==> config.mk <==
export PLATFORM = sky130hd
export DESIGN_NAME = delayed_feedback_bounded_random_walk
export DESIGN_NICKNAME = d
export VERILOG_FILES = /design/src/rtl/dfbrw_pkg.sv /design/src/rtl/delayed_feedback_bounded_random_walk.sv /design/src/rtl/dfbrw_cfg.sv /design/src/rtl/dfbrw_hist.sv /design/src/rtl/dfbrw_step.sv
export SDC_FILE = /design/constraint.sdc
export NUM_CORES = 2
export LEC_CHECK = 0
export BUFFER_PORTS_ARGS = -buffer_cell sky130_fd_sc_hd__buf_2
export CAP_MARGIN = 20
export CORE_AREA = 2 2 351 527
export DETAILED_ROUTE_END_ITERATION = 8
export DIE_AREA = 0 0 353 529
export PLACE_DENSITY = 0.43
export REMOVE_ABC_BUFFERS = 1
export SLEW_MARGIN = 20
export SYNTH_ARGS = -nofsm -noshare
export SYNTH_HDL_FRONTEND = slang
export SYNTH_HIERARCHICAL = 1
export SYNTH_SLANG_ARGS = --single-unit
==> constraint.sdc <==
create_clock -name clk_i -period 13.7 [get_ports clk_i]
set_input_delay 3.425 -clock clk_i [delete_from_list [all_inputs] [get_ports clk_i]]
set_output_delay 3.425 -clock clk_i [all_outputs]
set_load 0.02 [all_outputs]
==> src/rtl/dfbrw_pkg.sv <==
package dfbrw_pkg;

  // walk bounds and feedback delay
  localparam int unsigned HalfRange = 50;
  localparam int unsigned DelayA    = 50;

  // field widths
  localparam int unsigned ValW  = 7;
  localparam int unsigned CfgW  = 6;
  localparam int unsigned RandW = 32;

  // derived widths
  localparam int unsigned PosW  = (DelayA > 1) ? $clog2(DelayA) : 1;
  localparam int unsigned KW    = CfgW + 1;
  localparam int unsigned HkW   = $clog2(HalfRange * HalfRange + 1);
  localparam int unsigned CoefW = $clog2(200 * HalfRange * HalfRange + 1);
  localparam int unsigned SumW  = $clog2(199 * HalfRange * HalfRange + 1);
  localparam int unsigned CmpW  = (CoefW > SumW) ? CoefW : SumW;
  localparam int unsigned ProdW = RandW + CoefW;

  localparam logic [PosW-1:0] LastPos = PosW'(DelayA - 1);
  localparam logic [CfgW-1:0] MaxD    = CfgW'(HalfRange - 1);

  typedef logic signed [ValW-1:0] val_t;

  localparam val_t ResetValue = val_t'(1);

  // feedback settings derived at configuration write
  typedef struct packed {
    logic [CfgW-1:0]  dclamp;
    logic [HkW-1:0]   hk;
    logic [CoefW-1:0] coef;
  } cfg_t;

endpackage

==> src/rtl/delayed_feedback_bounded_random_walk.sv <==
// channel   dir  width  beat contents
// s_axis    in   32     tdata[31:0] random_word
// m_axis    out  8      tdata[6:0] walk_value, tdata[7] stepped_up
// cfg       in   6      cfg_wdata feedback_width, written when cfg_we is high
//
// each beat first does the history memory read and the random word scaling
// multiply, then the feedback compare and the read-modify-write of the
// present value and history ring.
// reset clears the history valid bits at once, so no clearing pass is needed.
// a new input beat is taken while a result still waits; the compare and
// write-back step holds until the output register is free.
module delayed_feedback_bounded_random_walk (
  input  logic                        clk_i,
  input  logic                        rst_ni,
  input  logic                        s_axis_tvalid_i,
  output logic                        s_axis_tready_o,
  input  logic [31:0]                 s_axis_tdata_i,   // [31:0] random_word
  output logic                        m_axis_tvalid_o,
  input  logic                        m_axis_tready_i,
  output logic [7:0]                  m_axis_tdata_o,   // [6:0] walk_value, [7] stepped_up
  input  logic                        cfg_we_i,
  input  logic [dfbrw_pkg::CfgW-1:0]  cfg_wdata_i
);

  typedef enum logic {
    StIdle,
    StCalc
  } state_e;

  state_e                       state_q;
  dfbrw_pkg::val_t              present_q, present_d;
  dfbrw_pkg::val_t              out_val_q;
  dfbrw_pkg::val_t              past;
  logic                         out_up_q, out_valid_q;
  logic [dfbrw_pkg::PosW-1:0]   pos_q;
  logic                         accept, finish, up;
  logic signed [dfbrw_pkg::ValW:0] nx, hmax;
  dfbrw_pkg::cfg_t              cfg;

  assign s_axis_tready_o = (state_q == StIdle);
  assign accept = s_axis_tvalid_i && s_axis_tready_o;
  assign finish = (state_q == StCalc) && (!out_valid_q || m_axis_tready_i);

  dfbrw_cfg u_cfg (
    .clk_i   (clk_i),
    .rst_ni  (rst_ni),
    .we_i    (cfg_we_i),
    .wdata_i (cfg_wdata_i),
    .cfg_o   (cfg)
  );

  dfbrw_hist u_hist (
    .clk_i   (clk_i),
    .rst_ni  (rst_ni),
    .rd_en_i (accept),
    .wr_en_i (finish),
    .addr_i  (pos_q),
    .wdata_i (present_q),
    .rdata_o (past)
  );

  dfbrw_step u_step (
    .clk_i         (clk_i),
    .start_i       (accept),
    .random_word_i (s_axis_tdata_i),
    .cfg_i         (cfg),
    .past_i        (past),
    .present_i     (present_q),
    .up_o          (up)
  );

  // step one unit and clamp to the range
  assign hmax = signed'((dfbrw_pkg::ValW + 1)'(dfbrw_pkg::HalfRange));
  always_comb begin
    nx = (dfbrw_pkg::ValW + 1)'(present_q) + (up ? 8'sd1 : -8'sd1);
    if (nx > hmax) begin
      nx = hmax;
    end
    if (nx < -hmax) begin
      nx = -hmax;
    end
    present_d = dfbrw_pkg::val_t'(nx[dfbrw_pkg::ValW-1:0]);
  end

  // sequencer, walk state and output register
  always_ff @(posedge clk_i or negedge rst_ni) begin
    if (!rst_ni) begin
      state_q     <= StIdle;
      present_q   <= dfbrw_pkg::ResetValue;
      pos_q       <= '0;
      out_valid_q <= 1'b0;
      out_val_q   <= '0;
      out_up_q    <= 1'b0;
    end else begin
      if (finish) begin
        out_valid_q <= 1'b1;
      end else if (m_axis_tready_i) begin
        out_valid_q <= 1'b0;
      end
      unique case (state_q)
        StIdle: begin
          if (accept) begin
            state_q <= StCalc;
          end
        end
        StCalc: begin
          if (finish) begin
            state_q     <= StIdle;
            present_q   <= present_d;
            pos_q       <= (pos_q == dfbrw_pkg::LastPos) ? '0 : pos_q + 1'b1;
            out_val_q   <= present_d;
            out_up_q    <= up;
          end
        end
        default: begin
          state_q <= StIdle;
        end
      endcase
    end
  end

  assign m_axis_tvalid_o = out_valid_q;
  assign m_axis_tdata_o  = {out_up_q, out_val_q};

endmodule

==> src/rtl/dfbrw_cfg.sv <==
module dfbrw_cfg (
  input  logic                       clk_i,
  input  logic                       rst_ni,
  input  logic                       we_i,
  input  logic [dfbrw_pkg::CfgW-1:0] wdata_i,
  output dfbrw_pkg::cfg_t            cfg_o
);

  logic [dfbrw_pkg::CfgW-1:0] d_clamped;
  logic [dfbrw_pkg::KW-1:0]   k;
  dfbrw_pkg::cfg_t            cfg_d, cfg_q;

  // clamp the threshold so that the band never covers the whole range
  assign d_clamped = (wdata_i > dfbrw_pkg::MaxD) ? dfbrw_pkg::MaxD : wdata_i;
  assign k = dfbrw_pkg::KW'(dfbrw_pkg::HalfRange) - {1'b0, d_clamped};

  always_comb begin
    cfg_d.dclamp = d_clamped;
    cfg_d.hk     = dfbrw_pkg::HkW'(dfbrw_pkg::HalfRange * k);
    cfg_d.coef   = dfbrw_pkg::CoefW'(200 * dfbrw_pkg::HalfRange * k);
  end

  // settings register, reset to a zero threshold
  always_ff @(posedge clk_i or negedge rst_ni) begin
    if (!rst_ni) begin
      cfg_q.dclamp <= '0;
      cfg_q.hk     <= dfbrw_pkg::HkW'(dfbrw_pkg::HalfRange * dfbrw_pkg::HalfRange);
      cfg_q.coef   <= dfbrw_pkg::CoefW'(200 * dfbrw_pkg::HalfRange * dfbrw_pkg::HalfRange);
    end else if (we_i) begin
      cfg_q <= cfg_d;
    end
  end

  assign cfg_o = cfg_q;

endmodule

==> src/rtl/dfbrw_hist.sv <==
module dfbrw_hist (
  input  logic                       clk_i,
  input  logic                       rst_ni,
  input  logic                       rd_en_i,
  input  logic                       wr_en_i,
  input  logic [dfbrw_pkg::PosW-1:0] addr_i,
  input  dfbrw_pkg::val_t            wdata_i,
  output dfbrw_pkg::val_t            rdata_o
);

  dfbrw_pkg::val_t                 mem_q [dfbrw_pkg::DelayA];
  dfbrw_pkg::val_t                 rdata_q;
  logic [dfbrw_pkg::DelayA-1:0]    valid_q;
  logic                            rvalid_q;

  // history ring storage with registered read
  always_ff @(posedge clk_i) begin
    if (wr_en_i) begin
      mem_q[addr_i] <= wdata_i;
    end
    if (rd_en_i) begin
      rdata_q <= mem_q[addr_i];
    end
  end

  // per-entry valid bits, an unwritten entry reads as zero
  always_ff @(posedge clk_i or negedge rst_ni) begin
    if (!rst_ni) begin
      valid_q  <= '0;
      rvalid_q <= 1'b0;
    end else begin
      if (wr_en_i) begin
        valid_q[addr_i] <= 1'b1;
      end
      if (rd_en_i) begin
        rvalid_q <= valid_q[addr_i];
      end
    end
  end

  assign rdata_o = rvalid_q ? rdata_q : '0;

endmodule

==> src/rtl/dfbrw_step.sv <==
module dfbrw_step (
  input  logic                        clk_i,
  input  logic                        start_i,
  input  logic [dfbrw_pkg::RandW-1:0] random_word_i,
  input  dfbrw_pkg::cfg_t             cfg_i,
  input  dfbrw_pkg::val_t             past_i,
  input  dfbrw_pkg::val_t             present_i,
  output logic                        up_o
);

  localparam int unsigned XW = dfbrw_pkg::ValW + 2;

  logic [dfbrw_pkg::ProdW-1:0] prod;
  logic [dfbrw_pkg::CoefW-1:0] prod_hi_q;
  logic signed [XW-1:0]        a_x, b_x, d_x, h_x, ha, hb;
  logic [dfbrw_pkg::HkW-1:0]   fa, fb;
  logic [dfbrw_pkg::SumW-1:0]  sum;

  // first step: scale the random word, keep only the part above 2^32
  assign prod = {{dfbrw_pkg::CoefW{1'b0}}, random_word_i}
              * {{dfbrw_pkg::RandW{1'b0}}, cfg_i.coef};

  always_ff @(posedge clk_i) begin
    if (start_i) begin
      prod_hi_q <= prod[dfbrw_pkg::ProdW-1:dfbrw_pkg::RandW];
    end
  end

  // second step: feedback terms from the delayed and present values
  assign a_x = XW'(past_i);
  assign b_x = XW'(present_i);
  assign d_x = signed'(XW'(cfg_i.dclamp));
  assign h_x = signed'(XW'(dfbrw_pkg::HalfRange));
  assign ha  = h_x - a_x;
  assign hb  = h_x + b_x;

  assign fa = (a_x <= d_x) ? cfg_i.hk
                           : dfbrw_pkg::HkW'(dfbrw_pkg::HalfRange * unsigned'(ha));
  assign fb = (b_x >= -d_x) ? cfg_i.hk
                            : dfbrw_pkg::HkW'(dfbrw_pkg::HalfRange * unsigned'(hb));

  // threshold stays positive since both terms lie within 0..hk
  assign sum = dfbrw_pkg::SumW'(100 * cfg_i.hk) + dfbrw_pkg::SumW'(99 * fa)
             - dfbrw_pkg::SumW'(99 * fb);

  assign up_o = dfbrw_pkg::CmpW'(prod_hi_q) < dfbrw_pkg::CmpW'(sum);

endmodule
# ---- After elaboration in Yosys (flattened, before gate mapping)
# Memories as Yosys holds them, arrays and structs flattened. A register that Yosys moved wholly into a read port is not among the register bits.
# Cells that the tools add are included.
dict set report op_classes {
  n_addsub 8
  n_mul 8
  div 0
  n_lt_le_gt_ge 8
  n_eq_ne 1
  shift 0
  mux 19
  bitwise_logic 2
  reduce_logical 7
}
# op count
set op_table {}
lappend op_table {{OR 50 bit} 1}
lappend op_table {{multiplier 32 x 15 -> 47 bit} 1}
lappend op_table {{multiplier 7 x 12 -> 19 bit, first input constant} 2}
lappend op_table {{two-way mux 12 bit} 2}
lappend op_table {{multiplier 5 x 9 -> 11 bit, first input constant} 2}
lappend op_table {{adder 19 bit} 1}
lappend op_table {{less-than comparator 19 bit} 1}
lappend op_table {{subtractor 19 bit} 1}
lappend op_table {{multiplier 5 x 11 -> 16 bit, first input constant} 1}
lappend op_table {{two-way mux 8 bit} 2}
lappend op_table {{multiplier 10 x 7 -> 15 bit, first input constant} 1}
lappend op_table {{two-way mux 7 bit} 2}
lappend op_table {{two-way mux 6 bit} 2}
lappend op_table {{multiplier 5 x 7 -> 11 bit, first input constant} 1}
lappend op_table {{greater-or-equal comparator 7 x 9 -> 1 bit} 1}
lappend op_table {{negation 6 -> 9 bit} 1}
lappend op_table {{adder 7 x 7 -> 8 bit, first input constant} 1}
lappend op_table {{adder 7 x 8 -> 8 bit} 1}
lappend op_table {{> comparator 8 x 7 -> 1 bit, second input constant} 1}
lappend op_table {{less-than comparator 8 x 7 -> 1 bit, second input constant} 1}
lappend op_table {{two-way mux 1 bit} 8}
lappend op_table {{subtractor 7 x 7 -> 8 bit, first input constant} 1}
lappend op_table {{<= comparator 7 bit} 1}
lappend op_table {{less-than comparator 6 x 7 -> 1 bit, second input constant} 1}
lappend op_table {{other kinds (14)} 16}
dict set report totals {
  regBits 125
  latchBits 0
  ram_bits 350
  romBits 0
  in_bits 43
  out_inout_bits 10
  wordCells 66
  mem_count 1
}
# name words word_bits rd rd_clocked_by_memory_dff wr line
set mem_list {}
lappend mem_list {u_hist.mem_q 50 7 1 1 1 dfbrw_hist.sv:11} ;# dfbrw_pkg::val_t mem_q [dfbrw_pkg::DelayA];

# ---- Depth between registers and ports, before layout
dict set report depth {
  ltp_word 14
  ltp_mapped 49
  ltp_nobuf 49
}

# ---- Cells and area by module
# The synthesis kept the hierarchy.
# mod n_inst cells_each area_per_inst_um2 seq_area_each_um2
set by_module_without_submodules {}
lappend by_module_without_submodules {dfbrw_step 1 2882 25664.6 570.5}
lappend by_module_without_submodules {dfbrw_hist 1 959 15823.9 11996.5}
lappend by_module_without_submodules {dfbrw_cfg 1 256 2593.7 714.4}
lappend by_module_without_submodules {delayed_feedback_bounded_random_walk 1 133 1223.7 426.7}

# ---- Worst setup path after synthesis
# OpenSTA, ideal clock, no wires.
dict set report synth_path {
  kind {reg-to-reg}
  start {register u_hist.rvalid_q}
  end {register present_q[5]}
  setup_time_ps 126
  t_arrival_ps 10548
  required_time_ps 13574
  setup_slack_ps 3027
  path_stages_with_launch 45
  n_path_buf 0
  synth_period_minus_slack_ps 10673
  cell_sequence {dfrtp_1 and2_1 ha_1 nor3_1 xor2_1 ha_1 ha_1 inv_1 fa_1 inv_1 ha_1 inv_1 o21bai_1 a21oi_1 xnor2_1 mux2_2 inv_1 fa_1 [... 9 more ...] a21o_1 or4_1 nand3_1 a31oi_1 a21o_1 a21oi_1 xnor2_1 ha_1 a2111o_1 o22ai_1 inv_1 ha_1 a21o_1 and4_4 or4_4 and2_2 maj3_1 mux2_2}
}
dict set report synth_between {
  elab_chain_cells 14
  elab_cells_between_ends 15
  classes_between {add/sub (4); mul (2); order compare (4); mux (5)}
}
# item line
set synth_lines {}
lappend synth_lines {{from (decl)} dfbrw_hist.sv:14} ;# logic rvalid_q;
lappend synth_lines {{from (signal assigned)} dfbrw_hist.sv:36} ;# rvalid_q <= valid_q[addr_i];
lappend synth_lines {{two-way mux 7 bit (*)} dfbrw_hist.sv:41} ;# assign rdata_o = rvalid_q ? rdata_q : '0;
lappend synth_lines {{via past[0]} delayed_feedback_bounded_random_walk.sv:33} ;# dfbrw_pkg::val_t past;
lappend synth_lines {{subtractor 7 x 7 -> 8 bit} dfbrw_step.sv:34} ;# assign ha = h_x - a_x;
lappend synth_lines {{multiplier 5 x 9 -> 11 bit} dfbrw_step.sv:38} ;# : dfbrw_pkg::HkW'(dfbrw_pkg::HalfRange * unsigned'(ha));
lappend synth_lines {{two-way mux 12 bit (*)} dfbrw_step.sv:37} ;# assign fa = (a_x <= d_x) ? cfg_i.hk
lappend synth_lines {{multiplier 7 x 12 -> 19 bit (*)} dfbrw_step.sv:43} ;# assign sum = dfbrw_pkg::SumW'(100 * cfg_i.hk) + dfbrw_pkg::SumW'(99 * fa)
lappend synth_lines {{adder 19 bit (*)} dfbrw_step.sv:43}
lappend synth_lines {{subtractor 19 bit (*)} dfbrw_step.sv:44} ;# - dfbrw_pkg::SumW'(99 * fb);
lappend synth_lines {{less-than comparator 19 bit (*)} dfbrw_step.sv:46} ;# assign up_o = dfbrw_pkg::CmpW'(prod_hi_q) < dfbrw_pkg::CmpW'(sum);
lappend synth_lines {{via up} delayed_feedback_bounded_random_walk.sv:36} ;# logic accept, finish, up;
lappend synth_lines {{two-way mux 8 bit (*)} delayed_feedback_bounded_random_walk.sv:75} ;# nx = (dfbrw_pkg::ValW + 1)'(present_q) + (up ? 8'sd1 : -8'sd1);
lappend synth_lines {{adder 7 x 8 -> 8 bit (*)} delayed_feedback_bounded_random_walk.sv:75}
lappend synth_lines {{> comparator 8 x 7 -> 1 bit} delayed_feedback_bounded_random_walk.sv:76} ;# if (nx > hmax) begin
lappend synth_lines {{two-way mux 8 bit (*)} delayed_feedback_bounded_random_walk.sv:76}
lappend synth_lines {{less-than comparator 8 x 7 -> 1 bit} delayed_feedback_bounded_random_walk.sv:79} ;# if (nx < -hmax) begin
lappend synth_lines {{two-way mux 7 bit (*)} delayed_feedback_bounded_random_walk.sv:79}
lappend synth_lines {{to (signal assigned)} delayed_feedback_bounded_random_walk.sv:89} ;# present_q <= dfbrw_pkg::ResetValue;
lappend synth_lines {{to (signal assigned)} delayed_feedback_bounded_random_walk.sv:109} ;# present_q <= present_d;
lappend synth_lines {{to (decl)} delayed_feedback_bounded_random_walk.sv:31} ;# dfbrw_pkg::val_t present_q, present_d;
# Mark *: on every way through the listed nets, which the timed path passes. The rest lies on a longest branch.
# A chain may end at the register's enable or synchronous reset.

# ---- Worst setup path in the final report
# Same ends and word-level chain as after synthesis.

==> results.ini <==
[run_status]
outcome=completed

[flow_run]
max-cap-violations=0

[yosys]
yosysWarningCount=6
synth_top_area_share=0.2695
synth-edff-count=376
synthTopCellsByCount=sky130_fd_sc_hd__inv_1, sky130_fd_sc_hd__fa_1, sky130_fd_sc_hd__nand2_1, sky130_fd_sc_hd__ha_1, sky130_fd_sc_hd__edfxtp_1
ys_seq_elements=472
netlist-cell-type-count=98
synth_top_area_cell=sky130_fd_sc_hd__fa_1
ys_async_sr_fraction=0.2034
netlist_area_mm2=0.04531
syn-mean-instance-area_um2=10.71
synth_top_cells_by_area=sky130_fd_sc_hd__fa_1, sky130_fd_sc_hd__edfxtp_1, sky130_fd_sc_hd__ha_1, sky130_fd_sc_hd__inv_1, sky130_fd_sc_hd__dfrtp_1
synth_most_common_cell=sky130_fd_sc_hd__inv_1
postSynth.topFlopCell=sky130_fd_sc_hd__edfxtp_1
synth_cells=4230
synth.yosys.seq_area_share=0.3026

[placed_design]
dpl-instance-area_mm2=0.04808
dpl_worst_slack_ns=1.993
detailed_place_hpwl_mm=101.6
routabilityCongestion=0.7957
placement.io_buffers=52

[setup_path]
regToRegSetupSlack_ns=1.99
worst_setup_path_start_kind=flip-flop
cp_slowest_cell=sky130_fd_sc_hd__or4_1
r2r_start=u_hist/rvalid_q
timing.critical_path.fanout_max=8
cp-startpoint=u_hist/rvalid_q
worst_r2r_endpoint=present_q[5]
timing.critical_path.to=present_q[5]
critPathKind=reg -> reg
critical_path_arrival_ns=12.21
slowest_delay_ns=0.51
endpoint_required_time_on_the_critical_path_ns=14.20
worst_setup_end_kind=flip-flop
r2r_cells=44

[floorplanning]
die-width_um=353
chipHeight_um=529
io_pins=53
floorplan.initialDensity=0.2488
core_area_mm2=0.1821
dieArea_mm2=0.1867
placementRows=192

[cts]
clock-sinks=472
worst_skew_pair.late_latency_ns=0.64
post_cts.repair.setup_buffers=0
ctsRootBufferMaster=sky130_fd_sc_hd__clkbuf_16
cts-hold-fix-buffers=0
cts.reportedPaths.clkPinSlew_ns=0.07
clock_tree_from_tritoncts=built
cts-root-to-sink-buffers=3
numCtsBuffers=48
cts.repair.resized=0
cts.htree.levels=2

[finish]
area_delta_synth_final_pct=9.699
drive_gt1_frac=0.07312
finish.instance_area_mm2=0.04970
post-route-util=0.2729
fillerInstances=19370
layout.nets=5221

[global_routing]
first_pass_grt_wire_length_mm=212.2
first_global_vias=33240
grt_use_total=0.1513
pin_count_of_the_biggest_net_entering_global_routing=61
global_route.overflow_total=0
antenna_violations_before_repair=15

[routing]
drt-wirelength-per-cell_um=21.24
drtPass1Iterations=5
dr_total_vias=30410
routed_wl_mm=141.1
vias_per_cell=4.579
dr.first_iter.drc_count=1593
drtAntennaViolNets=0
detailed_route_drc_error_count=0

[sta]
period_share=0.8545
finalSetupViolCount=0
worst_slack_ns=1.994
achievable-frequency_ghz=0.08542
timing.final.hold_violations=0
min_period_ns=11.71
worst-slew-pin-transition_ns=1.099
fin_worst_skew_ns=0.04463
rsz0062_at_grt=false
setup_total_negative_slack_ns=0
slew_viol_final=0
timing.max_slew.rel_slack=0.2646

[hold_path]
timing.hold.worst.start=u_hist/valid_q[4]
holdCritPathClass=reg -> reg

-- flip-flops by register name, summed over array words and instances, names as in the netlist, 6 cells and up --
register	flops
present_q	7
u_hist/valid_q	50
u_cfg/cfg_o	28
u_hist/rdata_q	7
u_hist/mem_q	350
pos_q	6
u_step/prod_hi_q	19
-- cells by family after synthesis --
| group | count (synthesis) | share of synthesized area |
|---|---|---|
| xor+xnor | 101 | 0.01952 |
| buf+inv | 1028 | 0.08821 |
| flops | 472 | 0.3026 |
| compound gates | 479 | 0.07597 |
| fa+ha+maj | 1007 | 0.3791 |
| other cells | 1 | 0.00008277 |
| simple gates | 1077 | 0.1180 |
| mux | 65 | 0.01654 |
-- critical path: cells and delay by family (launching register included) --
kind / cells / cell delay, ns
fa+ha+maj: 15 / 5.58
compound gates: 11 / 2.45
simple gates: 5 / 1.44
mux: 2 / 0.47
xor+xnor: 3 / 0.54
buf+inv: 8 / 0.64
flops: 1 / 0.44
-- stage by stage --
| stage | hold WS (ns) | cells |
|---|---|---|
| after floorplan | 0.4239 | 4023 |
| after global placement | 0.4354 | 6545 |
| after detailed placement | 0.4453 | 6545 |
| after CTS | 0.4594 | 6635 |
| after global routing | 0.4725 | 6637 |
| final | 0.4585 | 6641 |
-- area by class of cell --
class | count | area [µm²] | share of cell area
tap | 2425 | 3034 | 0.06105
timing repair buffer | 99 | 619.3 | 0.01246
antenna | 4 | 10.01 | 0.0002014
clock buffer | 67 | 1282 | 0.02580
multi-input combinational | 2734 | 27660 | 0.5565
inverter | 817 | 3067 | 0.06170
sequential | 472 | 13730 | 0.2762
clock inverter | 23 | 305.3 | 0.006143
-- worst min-delay path by stage --
stage                               to  depth (start not counted)  slack [ns]
finish               u_hist/valid_q[4]                          2        0.46
global route        u_hist/valid_q[21]                          1        0.47
CTS                  u_hist/valid_q[4]                          2        0.46
detailed placement   u_hist/valid_q[4]                          2        0.45
global placement     u_hist/valid_q[4]                          2        0.44
floorplan            u_hist/valid_q[4]                          2        0.42
-- metal layers --
metal / wire length, µm / vias to the layer above / global-route usage
li1: - / 13570 / -
met1: 53570 / 15980 / 0.1676
met2: 78930 / 638 / 0.3017
met3: 3808 / 211 / 0.01051
met4: 4682 / 10 / 0.04828
met5: 63 / - / 0
-- cells in the final DEF (no fill, tap or decap), types with 17 or more instances in the layout --
| cell type | synthesis | final |
|---|---|---|
| sky130_fd_sc_hd__a22oi_1 | 94 | 94 |
| sky130_fd_sc_hd__xor2_1 | 35 | 35 |
| sky130_fd_sc_hd__fa_1 | 610 | 610 |
| sky130_fd_sc_hd__mux2i_1 | 31 | 31 |
| sky130_fd_sc_hd__dfrtp_1 | 84 | 74 |
| sky130_fd_sc_hd__or2_2 | 51 | 51 |
| sky130_fd_sc_hd__nor3_1 | 23 | 22 |
| sky130_fd_sc_hd__o21a_1 | 17 | 17 |
| sky130_fd_sc_hd__ha_1 | 396 | 396 |
| sky130_fd_sc_hd__and2_1 | 183 | 183 |
| sky130_fd_sc_hd__a21o_1 | 33 | 33 |
| sky130_fd_sc_hd__buf_4 | 25 | 47 |
| sky130_fd_sc_hd__inv_1 | 817 | 817 |
| sky130_fd_sc_hd__nand2_1 | 501 | 501 |
| sky130_fd_sc_hd__o21ai_0 | 51 | 51 |
| sky130_fd_sc_hd__xnor2_1 | 66 | 66 |
| sky130_fd_sc_hd__clkbuf_1 | 152 | 18 |
| sky130_fd_sc_hd__nand3_1 | 27 | 27 |
| sky130_fd_sc_hd__and4_1 | 18 | 18 |
| sky130_fd_sc_hd__a31oi_1 | 26 | 26 |
| sky130_fd_sc_hd__edfxtp_1 | 376 | 376 |
| sky130_fd_sc_hd__clkbuf_16 | 0 | 48 |
| sky130_fd_sc_hd__buf_2 | 23 | 51 |
| sky130_fd_sc_hd__a22o_1 | 27 | 27 |
| sky130_fd_sc_hd__nor2b_1 | 20 | 19 |
| sky130_fd_sc_hd__mux2_2 | 29 | 29 |
| sky130_fd_sc_hd__a21oi_1 | 79 | 79 |
| sky130_fd_sc_hd__nor2_1 | 123 | 122 |
| sky130_fd_sc_hd__nand4_1 | 20 | 20 |
Power is left out: the tool's default activity adds up to more than one toggle a clock period on the data nets, which glitch-free logic cannot reach.
